## config.mk

```make
export PLATFORM = sky130hd
export DESIGN_NAME = gnpo_cell
export DESIGN_NICKNAME = d
export VERILOG_FILES = /design/src/rtl/greedy_nearest_path_order_unit_macros.svh /design/src/rtl/gnpo_pkg.sv /design/src/rtl/gnpo_cell.sv
export SDC_FILE = /design/constraint.sdc
export NUM_CORES = 1
export LEC_CHECK = 0
export CORE_AREA = 2 2 78 80
export CTS_BUF_LIST = sky130_fd_sc_hd__clkbuf_8
export DETAILED_ROUTE_END_ITERATION = 8
export DIE_AREA = 0 0 80 82
export DONT_BUFFER_PORTS = 1
export GPL_TIMING_DRIVEN = 0
export PLACE_DENSITY_LB_ADDON = 0.2
export SLEW_MARGIN = 20
export SYNTH_ARGS = -nofsm -noshare
export SYNTH_HDL_FRONTEND = slang
export SYNTH_SLANG_ARGS = --single-unit
export TNS_END_PERCENT = 50
```

## constraint.sdc

```tcl
create_clock -name clk -period 1.02 [get_ports clk]
set_clock_uncertainty 0.1 [all_clocks]
set_input_delay 0.051 -clock clk [delete_from_list [all_inputs] [get_ports clk]]
set_output_delay 0.051 -clock clk [all_outputs]
set_load 0.05 [all_outputs]
```

## src/rtl/greedy_nearest_path_order_unit_macros.svh

```systemverilog
// Assertion macros for the greedy nearest path order unit.
// Expects clk and arst_n in the scope where a macro is used.
`ifndef GREEDY_NEAREST_PATH_ORDER_UNIT_MACROS_SVH
`define GREEDY_NEAREST_PATH_ORDER_UNIT_MACROS_SVH

// Consequent must hold in the same cycle as the antecedent
`define GNPO_ASSERT_SAME(label, ante, cons, msg) \
	label: assert property (@(posedge clk) disable iff (!arst_n) (ante) |-> (cons)) \
		else $error(msg);

// Consequent must hold in the cycle after the antecedent
`define GNPO_ASSERT_NEXT(label, ante, cons, msg) \
	label: assert property (@(posedge clk) disable iff (!arst_n) (ante) |=> (cons)) \
		else $error(msg);

`endif

```

## src/rtl/gnpo_pkg.sv

```systemverilog
// Shared types for the greedy nearest path order unit.
// No dependencies; used by the cell and the top level.
package gnpo_pkg;

	// Width of the emitted path number
	localparam int unsigned NUM_BITS = 6;

	// Sequencer states, one-hot
	typedef enum logic [4:0] {
		ST_IDLE   = 5'b00001,
		ST_SCAN   = 5'b00010,
		ST_FLUSH1 = 5'b00100,
		ST_FLUSH2 = 5'b01000,
		ST_EMIT   = 5'b10000
	} state_t;

	// Control broadcast to every cell of the ring
	typedef struct packed {
		logic shift;  // take the neighbor's contents
		logic clear;  // drop valid and used marks
		logic mark;   // set used on the cell whose index matches
	} cell_ctrl_t;

endpackage

```

## src/rtl/gnpo_cell.sv

```systemverilog
// One cell of the path ring: holds one stored path with its index and marks.
// Depends on gnpo_pkg for the control struct.
module gnpo_cell #(
	parameter int unsigned COORD_BITS = 20,
	parameter int unsigned IDX_BITS   = 6
) (
	input  logic                         clk,
	input  logic                         arst_n,
	input  gnpo_pkg::cell_ctrl_t         ctrl,
	input  logic [IDX_BITS-1:0]          mark_idx,
	input  logic                         in_valid,
	input  logic                         in_used,
	input  logic [IDX_BITS-1:0]          in_idx,
	input  logic signed [COORD_BITS-1:0] in_sx,
	input  logic signed [COORD_BITS-1:0] in_sy,
	input  logic signed [COORD_BITS-1:0] in_ex,
	input  logic signed [COORD_BITS-1:0] in_ey,
	output logic                         valid,
	output logic                         used,
	output logic [IDX_BITS-1:0]          idx,
	output logic signed [COORD_BITS-1:0] sx,
	output logic signed [COORD_BITS-1:0] sy,
	output logic signed [COORD_BITS-1:0] ex,
	output logic signed [COORD_BITS-1:0] ey
);

	logic                         valid_q;
	logic                         used_q;
	logic [IDX_BITS-1:0]          idx_q;
	logic signed [COORD_BITS-1:0] sx_q;
	logic signed [COORD_BITS-1:0] sy_q;
	logic signed [COORD_BITS-1:0] ex_q;
	logic signed [COORD_BITS-1:0] ey_q;

	// Marks: clear, shift along with the data, or set used on a match
	always_ff @(posedge clk or negedge arst_n) begin
		if (!arst_n) begin
			valid_q <= 1'b0;
			used_q  <= 1'b0;
		end else if (ctrl.clear) begin
			valid_q <= 1'b0;
			used_q  <= 1'b0;
		end else if (ctrl.shift) begin
			valid_q <= in_valid;
			used_q  <= in_used;
		end else if (ctrl.mark && valid_q && (idx_q == mark_idx)) begin
			used_q <= 1'b1;
		end
	end

	// Payload: advance with the ring
	always_ff @(posedge clk) begin
		if (ctrl.shift) begin
			idx_q <= in_idx;
			sx_q  <= in_sx;
			sy_q  <= in_sy;
			ex_q  <= in_ex;
			ey_q  <= in_ey;
		end
	end

	assign valid = valid_q;
	assign used  = used_q;
	assign idx   = idx_q;
	assign sx    = sx_q;
	assign sy    = sy_q;
	assign ex    = ex_q;
	assign ey    = ey_q;

endmodule

```

==> metrics.txt <==
outcome=finished, violations left; failing checks=hold timing, setup timing; Hold Crit Endpoint=sy[3]; min-delay src=ctrl[2]; Fin. Hold Viols=88; setup TNS=-10.40 ns; WP data required=between 1 and 1.5 ns; Die W=80 um; worst skew pair latency=0.34 ns; Routed WL per cell=about 20 um; CORE AREA=5750 sq um; Power Internal=5.94 mW; Tot GR Track Use=0.176; initial antenna violation count=0; Peak VDD IR=1240 uV; Arr. time, crit path=1.64 ns; antenna-violating nets left=0; Placed Instance Area=2840 sq um; Max Cap Viol=0; Synth top area share=0.939; Port Buf Inserts=0; Sw Share=0.280; syn avg cell area=27.0 sq um; worst-path cell with the longest stage delay=edfxtp_1; post-synthesis cell count=102; critical path's largest stage delay=0.63 ns; Synth Cell Area=2750 sq um; Setup crit start kind=flip-flop; Hold Crit Class=input port to flip-flop; IO Pins=about 190; layout cell share with drive strength beyond 1=0.0694; critical path fanouts, max=2; WL final=about 6000 um; synth top area cells=edfxtp_1 (94%), xnor2_1 (1.9%), dfrtp_1 (1.8%); Clk network pwr share=0.300; Non-Filler Instances=291; Worst Reg-to-Reg Cells=3; number of global-route vias before repair=~1500; Final setup viols=just under 90; via count=1425; Cells after DPL=about 180; # DRC=0; TritonRoute pass-1 iters=4; DIE AREA=6560 sq um; GRT Residual Overflow=0; Leak Pwr=1.42 nW; CP Cell Sequence=xnor2_1, nand2_1, o32ai_2; Bufs on Longest Clock Path=2; postcts setup bufs=0; fin nets=310; # rows=28; leading area contributor after synthesis=edfxtp_1; Initial DRC Count=72; sequential area share after synthesis=0.957; clock net sink count=88; ANT cells=0; #FFs+latches synth=between 80 and 90; root buf cell=clkbuf_8; Tcrit/Tclk final=1.46; endpoint type of the worst setup path=flip-flop; Top delay family on crit path=flip-flops; die extent in y=82 um; DP HPWL=3490 um; CTS tree=built; setup ws final=-0.468 ns; combinational power share=0.044; Max Slew Vio Count=0; kind of critical path=flip-flop to flip-flop; Vias per Instance=4.90; Synth cell types=10; RD Place Congestion=0.600; Yosys warnings=0; largest net degree at the start of global routing=90; fmax=0.672 GHz; reg2reg end=used; net count after synthesis=201; total CTS buffers=9; hold slack=-0.282 ns; Placement Setup Slack=-0.391 ns; hold path cells=0; R2R Setup Slk=-0.47 ns; Worst Max-Slew Pin Slew=0.537 ns; # H-tree levels=3; Crit path buffers/inverters=0; Final Instance Area=4040 sq um; Reg-to-Reg Start=idx[4]; first-pass GRT wire length=roughly 8000 um; post-layout util=0.703; synthesis-to-finish area growth=46.8%; clk slew on worst S/H paths=~0.080 ns; P_sw=2.31 mW; total power=between 8 and 9 mW; Starting Density=0.479; Power Dens Cells=slightly above 2000 nW/um^2; Slew HR=0.642; Seq pwr share=0.656; RSZ-0062 raised after global routing=true; minimum clock period=around 1.5 ns
## placed cells by master, fill, tap and decap left out
cell	n
clkinv_4	1
clkbuf_8	9
nor2_1	1
bufinv_16	2
clkinvlp_4	1
mux2i_1	2
dlygate4sd3_1	98
nand2b_1	1
dfrtp_2	1
clkinv_1	2
dfrtp_1	1
o32ai_2	1
edfxtp_1	86
inv_1	1
nand4b_1	1
xnor2_1	6
nand4_1	1
nand2_1	1
## power by group through the flow
stage               clock [mW]  sequential (mW)  combinational, mW
CTS                       2.54             5.42              0.335
floorplan                    0             5.44             0.0410
finish                    2.47             5.42              0.365
global route              2.71             5.45              0.390
detailed placement           0             5.50             0.0466
global placement             0             5.50             0.0435
## layout make-up
type,instances,area (sq um)
Sequential cell,88,2630
Fill cell,389,1710
Timing Repair Buffer,98,981
Clock buffer,9,124
Multi-Input combinational cell,14,118
Tap cell,75,93.8
Clock inverter,7,87.6
## routing by layer
layer | wire (um) | GRT usage | vias up
li1 | - | - | 624
met2 | 3270 | 0.317 | 102
met1 | 1900 | 0.163 | 687
met3 | 620 | 0.0835 | 12
met5 | 0 | 0 | -
met4 | 117 | 0.0966 | 0
## logic make-up (layout without fill, tap and decap cells)
kind of cell | after synthesis | in the layout | share of synthesized area
AND/OR/NAND/NOR | 5 | 5 | 0.0105
flip-flops | 88 | 88 | 0.957
buffers and inverters | 0 | 114 | 0
multiplexers | 2 | 2 | 0.00728
AO/OA/AOI/OAI | 1 | 1 | 0.00592
XOR/XNOR | 6 | 6 | 0.0191
## flip-flops by register name (all words and copies together) (netlist names)
name   count
sx        20
ex        20
used       1
idx        6
sy        20
ey        20
valid      1
## cells in the mapped netlist
cell type  instances
edfxtp_1          86
nand2_1            1
nand4b_1           1
dfrtp_1            2
o32ai_2            1
nand2b_1           1
nor2_1             1
mux2i_1            2
xnor2_1            6
nand4_1            1
## worst max-delay path by stage
stage,startpoint,to,depth (start not counted)
global placement,idx[5],used,3
detailed placement,idx[5],used,3
global route,idx[4],used,3
CTS,idx[5],used,3
finish,idx[4],used,3
floorplan,idx[5],used,3
## timing repair
action                                  CTS  global route
endpoints found under the hold margin   176            88
resized for setup                         0             1
endpoints found under the setup margin   90            90
pin swaps                                 0             1
hold buffers                             93             5
Note: power is estimated with default switching activity, not from simulation.
