--- src/rtl/greedy_nearest_path_order_unit_macros.svh ---
// Assertion macros for the greedy nearest path order unit.
// Expects clk and arst_n in the scope where a macro is used.
`ifndef GREEDY_NEAREST_PATH_ORDER_UNIT_MACROS_SVH
`define GREEDY_NEAREST_PATH_ORDER_UNIT_MACROS_SVH

// Consequent must hold in the same cycle as the antecedent
`define GNPO_ASSERT_SAME(label, ante, cons, msg) \
	label: assert property (@(posedge clk) disable iff (!arst_n) (ante) |-> (cons)) \
		else $error(msg);

// Consequent must hold in the cycle after the antecedent
`define GNPO_ASSERT_NEXT(label, ante, cons, msg) \
	label: assert property (@(posedge clk) disable iff (!arst_n) (ante) |=> (cons)) \
		else $error(msg);

`endif

--- src/rtl/gnpo_dist.sv ---
// Distance and best-candidate unit: squared distance in difference and
// square stages, keeps the nearest unused start of the current pass. No package use.
module gnpo_dist #(
	parameter int unsigned COORD_BITS = 20,
	parameter int unsigned IDX_BITS   = 6
) (
	input  logic                         clk,
	input  logic                         arst_n,
	input  logic                         restart,
	input  logic                         feed,
	input  logic signed [COORD_BITS-1:0] qx,
	input  logic signed [COORD_BITS-1:0] qy,
	input  logic [IDX_BITS-1:0]          cand_idx,
	input  logic signed [COORD_BITS-1:0] cand_sx,
	input  logic signed [COORD_BITS-1:0] cand_sy,
	input  logic signed [COORD_BITS-1:0] cand_ex,
	input  logic signed [COORD_BITS-1:0] cand_ey,
	output logic                         found,
	output logic [IDX_BITS-1:0]          best_idx,
	output logic signed [COORD_BITS-1:0] best_ex,
	output logic signed [COORD_BITS-1:0] best_ey
);

	localparam int unsigned DIFF_BITS = COORD_BITS + 1;
	localparam int unsigned PROD_BITS = 2 * DIFF_BITS;
	localparam int unsigned SQ_BITS   = 2 * COORD_BITS + 1;
	localparam int unsigned DIST_BITS = SQ_BITS + 1;

	// Stage 1: differences
	logic                         v_s1;
	logic signed [DIFF_BITS-1:0]  dx_s1;
	logic signed [DIFF_BITS-1:0]  dy_s1;
	logic [IDX_BITS-1:0]          idx_s1;
	logic signed [COORD_BITS-1:0] ex_s1;
	logic signed [COORD_BITS-1:0] ey_s1;

	// Stage 2: squares
	logic                         v_s2;
	logic [SQ_BITS-1:0]           sqx_s2;
	logic [SQ_BITS-1:0]           sqy_s2;
	logic [IDX_BITS-1:0]          idx_s2;
	logic signed [COORD_BITS-1:0] ex_s2;
	logic signed [COORD_BITS-1:0] ey_s2;

	// Best so far
	logic                         found_q;
	logic [DIST_BITS-1:0]         best_d_q;
	logic [IDX_BITS-1:0]          best_idx_q;
	logic signed [COORD_BITS-1:0] best_ex_q;
	logic signed [COORD_BITS-1:0] best_ey_q;

	logic signed [PROD_BITS-1:0]  prod_x;
	logic signed [PROD_BITS-1:0]  prod_y;
	logic [DIST_BITS-1:0]         dist_sum;
	logic                         take;

	assign prod_x   = dx_s1 * dx_s1;
	assign prod_y   = dy_s1 * dy_s1;
	assign dist_sum = {1'b0, sqx_s2} + {1'b0, sqy_s2};

	// Replace on strictly nearer, or equal distance with a lower index
	assign take = v_s2 && (!found_q || (dist_sum < best_d_q) ||
		((dist_sum == best_d_q) && (idx_s2 < best_idx_q)));

	// Advance valid flags
	always_ff @(posedge clk or negedge arst_n) begin
		if (!arst_n) begin
			v_s1 <= 1'b0;
			v_s2 <= 1'b0;
		end else begin
			v_s1 <= feed;
			v_s2 <= v_s1;
		end
	end

	// Stage payloads
	always_ff @(posedge clk) begin
		dx_s1  <= DIFF_BITS'(cand_sx) - DIFF_BITS'(qx);
		dy_s1  <= DIFF_BITS'(cand_sy) - DIFF_BITS'(qy);
		idx_s1 <= cand_idx;
		ex_s1  <= cand_ex;
		ey_s1  <= cand_ey;
		sqx_s2 <= prod_x[SQ_BITS-1:0];
		sqy_s2 <= prod_y[SQ_BITS-1:0];
		idx_s2 <= idx_s1;
		ex_s2  <= ex_s1;
		ey_s2  <= ey_s1;
	end

	// Hold the nearest candidate of the pass
	always_ff @(posedge clk or negedge arst_n) begin
		if (!arst_n) begin
			found_q <= 1'b0;
		end else if (restart) begin
			found_q <= 1'b0;
		end else if (take) begin
			found_q <= 1'b1;
		end
	end

	always_ff @(posedge clk) begin
		if (take) begin
			best_d_q   <= dist_sum;
			best_idx_q <= idx_s2;
			best_ex_q  <= ex_s2;
			best_ey_q  <= ey_s2;
		end
	end

	assign found    = found_q;
	assign best_idx = best_idx_q;
	assign best_ex  = best_ex_q;
	assign best_ey  = best_ey_q;

endmodule

--- config.mk ---
export PLATFORM = sky130hd
export DESIGN_NAME = gnpo_dist
export DESIGN_NICKNAME = d
export VERILOG_FILES = /design/src/rtl/greedy_nearest_path_order_unit_macros.svh /design/src/rtl/gnpo_dist.sv
export SDC_FILE = /design/constraint.sdc
export NUM_CORES = 2
export LEC_CHECK = 0
export ABC_CLOCK_PERIOD_IN_PS = 8300
export BUFFER_PORTS_ARGS = -buffer_cell sky130_fd_sc_hd__buf_4
export CAP_MARGIN = 30
export CORE_MARGIN = 2
export CORE_UTILIZATION = 55
export CTS_BUF_LIST = sky130_fd_sc_hd__clkbuf_4 sky130_fd_sc_hd__clkbuf_8
export CTS_CLUSTER_DIAMETER = 40
export CTS_CLUSTER_SIZE = 14
export DETAILED_ROUTE_END_ITERATION = 12
export PLACE_DENSITY = 0.75
export SYNTH_ARGS = -nofsm -noshare
export SYNTH_HDL_FRONTEND = slang
export SYNTH_SLANG_ARGS = --single-unit
--- constraint.sdc ---
create_clock -name clk -period 8.3 [get_ports clk]
set_input_delay 1.245 -clock clk [delete_from_list [all_inputs] [get_ports clk]]
set_output_delay 1.245 -clock clk [all_outputs]
set_load 0.03 [all_outputs]
==> results.cfg <==
[clock_tree]
ctsRootBufferMaster = clkbuf_8
post-cts-setup-buffers = 0
path_clk_slew_ns = 0.08
postCtsHoldBufs = 0
cts_buffer_depth = 3
cts_num_sinks = 305
cts.htree.levels = 2
cts-resized-gates = 0
numCtsBuffers = 47
cts_tree = done
insertion_delay_ns = 0.64

[yosys]
ys_warn_count = 0
yosysTopAreaCell = fa_1
async_reset_ff_share_pct = 0.984
synth-main-ff-cell = dfxtp_1
synth_top_area_share_pct = 40.0
ys_ff_latch = 305
netlist_area_um2 = 41000
avgSynthCellArea_um2 = 9.91
synth.top_cells.by_area = fa_1 40%, ha_1 11%, inv_1 11%
yosysSeqAreaShare_pct = 17.1
synth_edf_count = 88
synth_nets = 5460
synthCells = 4137
synth_cell_types = 90

[min_path]
worstHoldPathCells = 0
min_path_type = reg -> reg
worstHoldStart = ex_s1[3]$_DFF_P_
holdPathEnd = ex_s2[3]$_DFF_P_

[floorplan]
fp.dieArea_um2 = 76800
fp-row-count = 100
initial_core_util_pct = 55.3
ios = 177
die_height_um = 277
die_w_um = 277
coreArea_um2 = 74200

[route]
drcViolationCount = 0
drt-total-wl_um = 81600
via_count = 27200
wl_per_cell_um = 15.3
viasPerCell = 5.11
dr.pass1.iters = 7
drtIter0Drc = 1227
ant_nets = 0

[finish]
nets = 5636
final_cell_mix = 1181 x inv_1, 820 x fa_1, 373 x ha_1
layout_commonest_cell = inv_1
area_growth_syn_to_layout_pct = 9.00
drive_gt1_share_pct = 8.32

[sta]
fin_crit_sh_pct = 89.6
finalSetupTns_ns = 0
relSlewSlack_pct = 47.1
slew_viol_final = 0
fmax_mhz = 134
worst_pin_slew_ns = 0.792
fin_crit_ns = 7.44
setup_viol = 0
fin_skew_ns = 0.0433
hold_viol = 0
rsz0062_at_grt = false

[setup_path]
r2r.worst_path.cells = 24
r2r_setup_slack_ns = 0.86
critical_path_class = reg -> reg
cp.arrival_ns = 7.96
critPathCaptureType = flip-flop
start_kind = flip-flop
cp_max_fo = 15
r2r_start = dx_s1[3]$_DFF_P_
r2r_end = sqx_s2[36]$_DFF_P_
cp.required_ns = 8.82

[run]
maxCapViolCount = 0

[place]
hpwlAfterDp_um = 69800
gp_congestion = 0.887
io_buffers = 176

[global_routing]
grt_overflow = 0
grt_pass1_vias = 29600
grt_start_max_net_pins = 47
grt.total_usage_pct = 22.6
grt_pass1_wl_um = 140000
antenna_found_initial = 2

[outcome]
status = finished, final reports clean
-- worst max-delay path by stage --
stage	startpoint	endpoint	slack (ns)	depth (start not counted)
after floorplan	sqx_s2[4]$_DFF_P_	best_d_q[0]$_DFFE_PP_	0.48	17
after global placement	dx_s1[8]$_DFF_P_	sqx_s2[39]$_DFF_P_	1.09	26
after detailed placement	dx_s1[3]$_DFF_P_	sqx_s2[36]$_DFF_P_	0.96	24
after CTS	dx_s1[4]$_DFF_P_	sqx_s2[40]$_DFF_P_	0.90	22
after global routing	dx_s1[20]$_DFF_P_	sqx_s2[40]$_DFF_P_	0.54	22
final	dx_s1[3]$_DFF_P_	sqx_s2[36]$_DFF_P_	0.86	24
-- layer usage --
layer / track usage, % / vias up / wire length, um
met4: 8.71 / 0 / 3100
met1: 28.6 / 13600 / 33300
met3: 2.72 / 184 / 3800
met5: 0 / - / 0
li1: - / 12800 / -
met2: 39.9 / 647 / 41400
-- area by class of cell --
class                      instances  area [um2]
inverter                        1183        4440
clock buffer                      58         754
clock inverter                    30         390
tap                              969        1210
sequential                       305        7000
antenna                            1        2.50
timing repair buffer             227        1700
fill                            6119       29500
multi-input combinational       2549       29200
-- state kept, by name (all words and copies together), names as in the netlist, 6 cells and up --
name,cells
ey_s2,20
dy_s1,21
ey_s1,20
best_ey,20
sqy_s2,40
idx_s2,6
ex_s2,20
idx_s1,6
dx_s1,21
sqx_s2,40
ex_s1,20
best_idx,6
best_ex,20
best_d_q,42
-- cells in the mapped netlist, types with 5 or more instances --
cell type  number
a211o_1         5
a211oi_1       18
a21o_1         63
a21oi_1        99
a31o_2          8
a31oi_1        14
and2_1        151
and3_1         11
clkbuf_1       92
dfxtp_1       214
edfxtp_1       88
fa_1          820
ha_1          373
inv_1        1181
nand2_1       298
nand2b_1       25
nand3_1        29
nand4_1        17
nor2_1        155
nor2b_1        21
nor3_1         24
nor4_1          7
o211a_1         5
o211ai_1        5
o21a_1         25
o21ai_0        58
o21ai_1        10
o21bai_1       19
o311ai_0        5
o31a_1          6
or2_2           8
or3_1           5
xnor2_1       129
xor2_1         46
-- through the flow --
step	utilization (%)	setup WS (ns)	area [um2]	instances	hold WS, ns
4_1_cts	60.3	0.902	44700	5321	0.319
2_1_floorplan	-	0.479	41000	4137	0.310
3_3_place_gp	58.7	1.09	43600	5233	0.310
3_5_place_dp	58.7	0.960	43600	5233	0.312
6_report	60.3	0.863	44700	5322	0.314
5_1_grt	60.3	0.538	44700	5322	0.322
-- worst max-delay path, cell delays in order (launching register included) --
cell and delay, ns:
dfxtp_1 0.46, buf_4 0.29, inv_1 0.16, nor2_1 0.23
fa_1 0.48, fa_1 0.52, inv_1 0.05, fa_1 0.47
inv_1 0.05, fa_1 0.50, fa_1 0.51, fa_1 0.49
inv_1 0.05, fa_1 0.47, inv_1 0.04, ha_1 0.45
and4_1 0.33, nand2_1 0.09, nand4b_1 0.24, nand3_1 0.24
nand3_1 0.15, o211a_1 0.33, o31ai_1 0.41, a31oi_1 0.16
xnor2_1 0.15
-- logic make-up after synthesis --
family / synth area share [%]
compound gates: 6.73
xor+xnor: 3.74
fa+ha+maj: 51.4
buf+inv: 11.8
flops: 17.1
mux: 0.159
simple gates: 9.15
Power is left out: the tool's default activity adds up to more than one toggle a clock period on the data nets, which glitch-free logic cannot reach.
